--- config.mk ---
export PLATFORM = sky130hd
export DESIGN_NAME = kmc_ctrl
export DESIGN_NICKNAME = d
export VERILOG_FILES = /design/src/design/kmc_pkg.sv /design/src/design/kmc_ctrl.sv
export SDC_FILE = /design/constraint.sdc
export NUM_CORES = 1
export LEC_CHECK = 0
export ABC_AREA = 1
export BUFFER_PORTS_ARGS = -buffer_cell sky130_fd_sc_hd__clkbuf_2
export CAP_MARGIN = 25
export CORE_MARGIN = 3
export CORE_UTILIZATION = 46
export DETAILED_ROUTE_END_ITERATION = 8
export PLACE_DENSITY_LB_ADDON = 0.15
export SLEW_MARGIN = 10
export SYNTH_ARGS = -nofsm -noshare
export SYNTH_HDL_FRONTEND = slang
export SYNTH_SLANG_ARGS = --single-unit
--- constraint.sdc ---
create_clock -name clk -period 1.8 [get_ports clk]
set_input_delay 0.09 -clock clk [delete_from_list [all_inputs] [get_ports clk]]
set_output_delay 0.09 -clock clk [all_outputs]
set_load 0.05 [all_outputs]
--- src/design/kmc_pkg.sv ---
// shared types and constants for the k-means engine
`timescale 1ns / 1ps
package kmc_pkg;

  localparam int MAX_POINTS   = 1024;
  localparam int MAX_CLUSTERS = 16;
  localparam int MAX_DIMS     = 8;
  localparam int COORD_W      = 16;
  localparam int PI_W         = 10;
  localparam int CI_W         = 4;
  localparam int DI_W         = 3;
  localparam int SUM_W        = 26;
  localparam int CNT_W        = 11;
  localparam int DIST_W       = 35;
  localparam int SQ_W         = 32;
  localparam int PASS_W       = 15;
  localparam int THR_W        = 16;
  localparam int PROD_W       = 27;
  localparam int DIV_STEPS    = 26;
  localparam int DIVC_W       = 5;

  localparam logic [PASS_W-1:0] PASS_LIMIT = 15'h7fff;

  localparam logic [4:0]  RST_CLUSTERS  = 5'd2;
  localparam logic [3:0]  RST_DIMS      = 4'd2;
  localparam logic [10:0] RST_POINTS    = 11'd1024;
  localparam logic [15:0] RST_THRESHOLD = 16'd3277;

  // configuration register indexes
  localparam logic [1:0] REG_CLUSTERS  = 2'd0;
  localparam logic [1:0] REG_DIMS      = 2'd1;
  localparam logic [1:0] REG_POINTS    = 2'd2;
  localparam logic [1:0] REG_THRESHOLD = 2'd3;

  typedef enum logic [1:0] {
    OP_LOAD       = 2'd0,
    OP_RUN        = 2'd1,
    OP_READ_LABEL = 2'd2,
    OP_READ_CENT  = 2'd3
  } opcode_t;

  typedef enum logic [1:0] {
    ST_OK         = 2'd0,
    ST_RANGE      = 2'd1,
    ST_UNASSIGNED = 2'd2
  } status_t;

  typedef enum logic [1:0] {
    OUT_ZERO  = 2'd0,
    OUT_LABEL = 2'd1,
    OUT_CENT  = 2'd2,
    OUT_RUN   = 2'd3
  } out_sel_t;

  typedef enum logic [4:0] {
    S_IDLE, S_RD_LABEL, S_RD_CENT, S_SEED_RD, S_SEED_WR, S_PASS_INIT,
    S_DIST_RD, S_DIST_SQ, S_DIST_ACC, S_BEST, S_LBL_RD, S_LBL_UPD,
    S_SUM_RD, S_SUM_WR, S_MEAN_START, S_MEAN_RD, S_MEAN_DIV, S_MEAN_WAIT,
    S_MEAN_NEXT, S_CHECK, S_DONE
  } state_t;

  typedef struct packed {
    logic     load_wr;
    logic     host_rd;
    logic     out_ld;
    out_sel_t out_sel;
    logic     run_init;
    logic     c_clr;
    logic     c_inc;
    logic     j_clr;
    logic     j_inc;
    logic     p_clr;
    logic     p_inc;
    logic     seed_rd;
    logic     seed_wr;
    logic     pass_init;
    logic     pass_end;
    logic     dist_rd;
    logic     dist_sq;
    logic     dist_acc;
    logic     dist_clr;
    logic     best_upd;
    logic     lbl_rd;
    logic     lbl_upd;
    logic     sum_rd;
    logic     sum_wr;
    logic     mean_rd;
    logic     div_start;
    logic     mean_wr;
  } cmd_t;

  typedef struct packed {
    logic j_last;
    logic c_last;
    logic p_last;
    logic cnt_zero;
    logic div_done;
    logic more_passes;
  } sts_t;

endpackage

--- src/design/kmc_ctrl.sv ---
// sequencing state machine of the k-means engine
`timescale 1ns / 1ps
module kmc_ctrl (
  input  logic              clk,
  input  logic              rst,
  input  logic              s_tvalid,
  output logic              s_tready,
  input  kmc_pkg::opcode_t  opcode,
  output logic              m_tvalid,
  input  logic              m_tready,
  output kmc_pkg::cmd_t     cmd,
  input  kmc_pkg::sts_t     sts
);

  kmc_pkg::state_t state, state_next;
  logic            take;

  assign s_tready = (state == kmc_pkg::S_IDLE) && (!m_tvalid || m_tready);
  assign take     = s_tvalid && s_tready;

  always_ff @(posedge clk) begin
    if (rst) begin
      state    <= kmc_pkg::S_IDLE;
      m_tvalid <= 1'b0;
    end else begin
      state <= state_next;
      if (cmd.out_ld) m_tvalid <= 1'b1;
      else if (m_tready) m_tvalid <= 1'b0;
    end
  end

  always_comb begin
    state_next = state;
    case (state)
      kmc_pkg::S_IDLE: begin
        if (take) begin
          case (opcode)
            kmc_pkg::OP_RUN:        state_next = kmc_pkg::S_SEED_RD;
            kmc_pkg::OP_READ_LABEL: state_next = kmc_pkg::S_RD_LABEL;
            kmc_pkg::OP_READ_CENT:  state_next = kmc_pkg::S_RD_CENT;
            default:                state_next = kmc_pkg::S_IDLE;
          endcase
        end
      end
      kmc_pkg::S_RD_LABEL, kmc_pkg::S_RD_CENT: state_next = kmc_pkg::S_IDLE;
      kmc_pkg::S_SEED_RD: state_next = kmc_pkg::S_SEED_WR;
      kmc_pkg::S_SEED_WR: begin
        if (sts.j_last && sts.c_last) state_next = kmc_pkg::S_PASS_INIT;
        else state_next = kmc_pkg::S_SEED_RD;
      end
      kmc_pkg::S_PASS_INIT: state_next = kmc_pkg::S_DIST_RD;
      kmc_pkg::S_DIST_RD:   state_next = kmc_pkg::S_DIST_SQ;
      kmc_pkg::S_DIST_SQ:   state_next = kmc_pkg::S_DIST_ACC;
      kmc_pkg::S_DIST_ACC: begin
        state_next = sts.j_last ? kmc_pkg::S_BEST : kmc_pkg::S_DIST_RD;
      end
      kmc_pkg::S_BEST: begin
        state_next = sts.c_last ? kmc_pkg::S_LBL_RD : kmc_pkg::S_DIST_RD;
      end
      kmc_pkg::S_LBL_RD:  state_next = kmc_pkg::S_LBL_UPD;
      kmc_pkg::S_LBL_UPD: state_next = kmc_pkg::S_SUM_RD;
      kmc_pkg::S_SUM_RD:  state_next = kmc_pkg::S_SUM_WR;
      kmc_pkg::S_SUM_WR: begin
        if (!sts.j_last) state_next = kmc_pkg::S_SUM_RD;
        else if (sts.p_last) state_next = kmc_pkg::S_MEAN_START;
        else state_next = kmc_pkg::S_DIST_RD;
      end
      kmc_pkg::S_MEAN_START: begin
        state_next = sts.cnt_zero ? kmc_pkg::S_MEAN_NEXT : kmc_pkg::S_MEAN_RD;
      end
      kmc_pkg::S_MEAN_RD:  state_next = kmc_pkg::S_MEAN_DIV;
      kmc_pkg::S_MEAN_DIV: state_next = kmc_pkg::S_MEAN_WAIT;
      kmc_pkg::S_MEAN_WAIT: begin
        if (sts.div_done) begin
          state_next = sts.j_last ? kmc_pkg::S_MEAN_NEXT : kmc_pkg::S_MEAN_RD;
        end
      end
      kmc_pkg::S_MEAN_NEXT: begin
        state_next = sts.c_last ? kmc_pkg::S_CHECK : kmc_pkg::S_MEAN_START;
      end
      kmc_pkg::S_CHECK: begin
        state_next = sts.more_passes ? kmc_pkg::S_PASS_INIT : kmc_pkg::S_DONE;
      end
      kmc_pkg::S_DONE: state_next = kmc_pkg::S_IDLE;
      default: state_next = kmc_pkg::S_IDLE;
    endcase
  end

  always_comb begin
    cmd = '0;
    cmd.out_sel = kmc_pkg::OUT_ZERO;
    case (state)
      kmc_pkg::S_IDLE: begin
        if (take) begin
          case (opcode)
            kmc_pkg::OP_LOAD: begin
              cmd.load_wr = 1'b1;
              cmd.out_ld  = 1'b1;
            end
            kmc_pkg::OP_RUN: begin
              cmd.run_init = 1'b1;
              cmd.c_clr    = 1'b1;
              cmd.j_clr    = 1'b1;
            end
            default: cmd.host_rd = 1'b1;
          endcase
        end
      end
      kmc_pkg::S_RD_LABEL: begin
        cmd.out_ld  = 1'b1;
        cmd.out_sel = kmc_pkg::OUT_LABEL;
      end
      kmc_pkg::S_RD_CENT: begin
        cmd.out_ld  = 1'b1;
        cmd.out_sel = kmc_pkg::OUT_CENT;
      end
      kmc_pkg::S_SEED_RD: cmd.seed_rd = 1'b1;
      kmc_pkg::S_SEED_WR: begin
        cmd.seed_wr = 1'b1;
        if (sts.j_last) begin
          cmd.j_clr = 1'b1;
          cmd.c_inc = 1'b1;
        end else begin
          cmd.j_inc = 1'b1;
        end
      end
      kmc_pkg::S_PASS_INIT: begin
        cmd.pass_init = 1'b1;
        cmd.p_clr     = 1'b1;
        cmd.c_clr     = 1'b1;
        cmd.j_clr     = 1'b1;
        cmd.dist_clr  = 1'b1;
      end
      kmc_pkg::S_DIST_RD: cmd.dist_rd = 1'b1;
      kmc_pkg::S_DIST_SQ: cmd.dist_sq = 1'b1;
      kmc_pkg::S_DIST_ACC: begin
        cmd.dist_acc = 1'b1;
        if (sts.j_last) cmd.j_clr = 1'b1;
        else cmd.j_inc = 1'b1;
      end
      kmc_pkg::S_BEST: begin
        cmd.best_upd = 1'b1;
        cmd.dist_clr = 1'b1;
        if (sts.c_last) cmd.c_clr = 1'b1;
        else cmd.c_inc = 1'b1;
      end
      kmc_pkg::S_LBL_RD:  cmd.lbl_rd  = 1'b1;
      kmc_pkg::S_LBL_UPD: cmd.lbl_upd = 1'b1;
      kmc_pkg::S_SUM_RD:  cmd.sum_rd  = 1'b1;
      kmc_pkg::S_SUM_WR: begin
        cmd.sum_wr = 1'b1;
        if (sts.j_last) begin
          cmd.j_clr = 1'b1;
          cmd.c_clr = 1'b1;
          if (!sts.p_last) cmd.p_inc = 1'b1;
        end else begin
          cmd.j_inc = 1'b1;
        end
      end
      kmc_pkg::S_MEAN_START: cmd.j_clr     = 1'b1;
      kmc_pkg::S_MEAN_RD:    cmd.mean_rd   = 1'b1;
      kmc_pkg::S_MEAN_DIV:   cmd.div_start = 1'b1;
      kmc_pkg::S_MEAN_WAIT: begin
        if (sts.div_done) begin
          cmd.mean_wr = 1'b1;
          if (!sts.j_last) cmd.j_inc = 1'b1;
        end
      end
      kmc_pkg::S_MEAN_NEXT: begin
        if (!sts.c_last) cmd.c_inc = 1'b1;
      end
      kmc_pkg::S_CHECK: cmd.pass_end = 1'b1;
      kmc_pkg::S_DONE: begin
        cmd.out_ld  = 1'b1;
        cmd.out_sel = kmc_pkg::OUT_RUN;
      end
      default: ;
    endcase
  end

  // only an idle controller takes requests
  a_ready_idle: assert property (@(posedge clk) disable iff (rst)
    s_tready |-> state == kmc_pkg::S_IDLE)
    else $error("request taken outside idle");

  // a pending result is never overwritten
  a_no_overwrite: assert property (@(posedge clk) disable iff (rst)
    cmd.out_ld |-> (!m_tvalid || m_tready))
    else $error("result register overwritten");

  // the mean step waits for the divider
  a_div_wait: assert property (@(posedge clk) disable iff (rst)
    (state == kmc_pkg::S_MEAN_WAIT && !sts.div_done) |=> state == kmc_pkg::S_MEAN_WAIT)
    else $error("mean step left before divide finished");

  // the run result follows only a finished convergence check
  a_done_order: assert property (@(posedge clk) disable iff (rst)
    state == kmc_pkg::S_DONE |-> $past(state) == kmc_pkg::S_CHECK)
    else $error("run result without convergence check");

endmodule

---- Word level (Yosys, flattened, before mapping) ----
Cells that the tools add are included.
Widths: inputs -> output; s select.
operators by class
  reduce and logical (&&, ||, !) cells .... 16
  multiplexer cells ....................... 56
  equality and inequality tests ........... 25
operators with widths
  operator            count
  $pmux 5 s18         1
  $eq 5x4->1 const B  8
  $mux 1              32
  $mux 5              6
  $eq 5x5->1 const B  5
  $eq 5x3->1 const B  4
  $mux 4              4
  $pmux 2 s3          2
  $eq 5x2->1 const B  2
  $reduce_or 2->1     5
  $mux 2              4
  $pmux 1 s4          2
  $mux 3              2
  $pmux 1 s2          3
  $reduce_or 3->1     2
  $eq 5x1->1 const B  1
  $logic_not 5->1     1
  $eq 2x2->1 const B  2
  $ne 2x2->1 const B  2
  $logic_and 1x1->1   3
  $eq 2x1->1 const B  1
  $logic_not 2->1     1
  $reduce_and 2->1    1
  $reduce_bool 2->1   1
  other kinds (2)     2
word-level totals
  register bits after elaboration ......... 6
  bits of input ports ..................... 12

---- Longest topological paths before layout ----
  depth after elaboration ................. 7
  gate-level depth with buffers ........... 10
  gate-level depth less buffers ........... 10

---- Worst setup path after synthesis ----
Ideal clock, no wire load.
  kind .................................... register to output
  start point ............................. reg state[2]
  end point ............................... out cmd[18] in the netlist's numbering
  data arrival time ....................... 2.288 ns
  cell stages (with the launch flop) ...... 8
  slack ................................... -0.578 ns
  path through ............................ dfxtp_1 nor2_4 nand2_1 inv_1 nand2_1 nor2_1 nor2_1 nor2_1
RTL lines
  item                    line            source
  from (decl)             kmc_ctrl.sv:15  kmc_pkg::state_t state, state_next;
  from (signal assigned)  kmc_ctrl.sv:23  state <= kmc_pkg::S_IDLE;
  from (signal assigned)  kmc_ctrl.sv:26  state <= state_next;
  to (decl)               kmc_ctrl.sv:11  output kmc_pkg::cmd_t cmd,

==> results.py <==
metrics = {
    "run_status": {
        "status": "complete, no violations",
    },
    "synthesis": {
        "yosys_register_bits": 6,
        "synth_fp_nets": 181,
        "synth_cells": 166,
        "synth.distinct_cells": 26,
        "synth_area_per_cell_um2": 5.38,
        "syn-cell-area_um2": 893,
        "synthTopCellsByArea": "nand2_1, dfxtp_1, inv_1, nor2_1, nor2_4",
        "seq_area_frac_synth_pct": 13.4,
        "synth.yosys.warnings": 0,
        "synth_top_area_cell": "nand2_1",
        "synth_top_area_share_pct": 19.3,
    },
    "cells_and_area": {
        "regArea_um2": 128,
        "fin_area_um2": 1240,
        "fin_util_pct": 69.8,
        "instances_no_fill": 237,
        "multi_input_comb_area_um2": 679,
        "syn2layout_area_growth_pct": 39.2,
        "drive_gt1_share_pct": 37.7,
        "nNetsFinal": 229,
        "diodes": 0,
        "fillers": 173,
    },
    "pwr": {
        "power_density_nw_per_um2": 460,
        "power_leakage_nw": 0.792,
        "irDropWorstVdd_uv": 455,
    },
    "placement": {
        "numPortBuffers": 41,
        "gp_congestion": 0.933,
        "placed_area_um2": 1160,
        "pre_cts_slack_ps": 155,
        "post-dp-hpwl_um": 2310,
        "dp_cells": 231,
    },
    "cts": {
        "cts_made_buffers": 3,
        "clk_path_buf_depth": 2,
        "h-tree-depth": 1,
        "cts_tree": "built",
        "clk_pin_slew_worst_paths_ps": 50,
        "root_buffer": "clkbuf_4",
        "clock-sinks": 6,
        "ctsHoldBuffers": 0,
        "clock_latency_ps": 250,
    },
    "sta": {
        "skew_ps": 11.5,
        "finalHoldViolations": 0,
        "fin_crit_ps": 1720,
        "drv_slew": 0,
        "worst_slack_ps": 82.0,
        "rsz0062_at_grt": "true",
        "period_share_pct": 95.4,
        "worst_slew_pin_slew_ps": 457,
        "fin_setup_tns_ps": 0,
        "clock.fmax_mhz": 582,
        "maxSlewHeadroom_pct": 69.3,
        "finalSetupViolations": 0,
    },
    "grt": {
        "antenna_found_initial": 0,
        "grt_pass1_vias": 1108,
        "grt-ovfl-total": 0,
        "grtUsageTotal_pct": 24.1,
        "grt_pass1_wl_um": 4700,
        "grt_max_degree": 9,
    },
    "detailed_routing": {
        "wl_per_cell_um": 11.5,
        "dr.pass1.iters": 4,
        "via_per_inst": 5.03,
        "drtIter0Drc": 31,
        "antenna_left": 0,
        "wl_um": 2720,
        "drc": 0,
        "num_vias": 1193,
    },
    "floorplan": {
        "start_util_pct": 50.1,
        "ioPinCount": 42,
        "num_rows": 15,
        "die_h_um": 50.1,
        "core_area_um2": 1780,
        "die-area_um2": 2510,
        "fp.dieW_um": 50.1,
    },
    "critical_path": {
        "end_kind": "output pin",
        "worst-r2r-cell-count": 8,
        "cp-start-kind": "flip-flop",
        "cp_max_fo": 5,
        "r2r_end": "state[0]$_SDFFE_PP0P_",
        "required_ps": 1710,
        "crit_arrival_ps": 1630,
        "rrSetupSlack_ps": 290,
        "crit_type": "reg2out",
        "rr_startpoint": "state[2]$_SDFFE_PP0P_",
    },
    "min_path": {
        "hp-class": "in2reg",
        "worstHoldEndpoint": "state[1]$_SDFFE_PP0P_",
        "holdPathStages": 2,
        "min-delay-start": "rst",
    },
    "run": {
        "maxCapViolations": 0,
    },
}
## power breakdown
group	switching, W	internal [W]
registers	0.0000118	0.000141
clock network	0.0000531	0.0000757
logic	0.000213	0.0000770
total	0.000278	0.000294
## cell usage after synthesis (all sizes together)
cell and count:
nand2 47, nor2 38, inv 35, nand3 8
a21oi 6, dfxtp 6, nand4 5, o21ai 5
nor3 4, ha 3, buf 2, o211ai 2
a31oi 1, nand3b 1, o21bai 1, o22ai 1
or2 1
## repair_timing
action	CTS	global route
setup buffers	0	3
pin swaps	1	1
gates resized for setup	7	12
setup endpoints to repair	5	9
## worst max-delay path by stage
stage,startpoint,endpoint,slack (ps),cells after the start
2_1_floorplan,state[2]$_SDFFE_PP0P_,cmd[18],-120,7
3_3_place_gp,state[4]$_SDFFE_PP0P_,cmd[18],160,8
3_5_place_dp,state[4]$_SDFFE_PP0P_,cmd[18],160,8
4_1_cts,state[3]$_SDFFE_PP0P_,cmd[19],20,9
5_1_grt,state[3]$_SDFFE_PP0P_,cmd[6],-40,5
6_report,state[2]$_SDFFE_PP0P_,cmd[26],80,7
## layout by cell type, fill, tap and decap left out
cell / n
a21oi_1: 5
a21oi_2: 1
a31oi_1: 1
buf_2: 1
buf_4: 6
clkbuf_2: 36
clkbuf_4: 4
clkbuf_8: 1
dfxtp_1: 2
dfxtp_2: 3
dfxtp_4: 1
ha_1: 3
inv_1: 30
inv_2: 5
nand2_1: 45
nand2_2: 2
nand3_1: 7
nand3_4: 1
nand3b_1: 1
nand4_1: 5
nor2_1: 23
nor2_2: 5
nor2_4: 10
nor3_1: 3
nor3_4: 1
o211ai_1: 2
o21ai_0: 1
o21ai_1: 2
o21ai_2: 2
o21bai_1: 1
o22ai_1: 1
or2_2: 1
## final cells by class
| class | count | share of cell area (%) |
|---|---|---|
| Multi-Input combinational cell | 123 | 54.6 |
| Timing Repair Buffer | 45 | 20.2 |
| Inverter | 35 | 10.6 |
| Sequential cell | 6 | 10.3 |
| Tap cell | 25 | 2.52 |
| Clock buffer | 3 | 1.81 |
## kinds of logic after synthesis
| group | share of synthesized area (%) |
|---|---|
| adder cells (fa/ha/maj) | 4.20 |
| AND/OR/NAND/NOR | 55.3 |
| buffers and inverters | 16.1 |
| AO/OA/AOI/OAI | 10.9 |
| flip-flops | 13.4 |
## registers in the layout, indices dropped and copies added (netlist names)
| name | flops |
|---|---|
| state | 5 |
| m_tvalid | 1 |
## through the flow
stage | hold WS, ps | total power, W
floorplan | 159 | 0.000374
global placement | 339 | 0.000439
detailed placement | 347 | 0.000442
CTS | 88.7 | 0.000576
global route | 97.5 | 0.000605
finish | 85.6 | 0.000572
## critical path: stages (launching register included)
cell	delay [ps]
dfxtp_2	360
nor2_4	160
buf_4	150
nand3_4	70
nor2_4	120
nand2_2	110
nor3_4	110
clkbuf_2	290
## per-layer routing
layer | track usage, % | up-vias | wire length, um | part of all wire (%)
met5 | 0 | - | 0 | 0
met4 | 7.83 | 0 | 40 | 1.5
met3 | 4.53 | 6 | 250 | 9.2
met2 | 44.3 | 61 | 1370 | 50
met1 | 27.2 | 518 | 1070 | 39
li1 | - | 608 | - | -
Power figures use the tool's default switching activity.
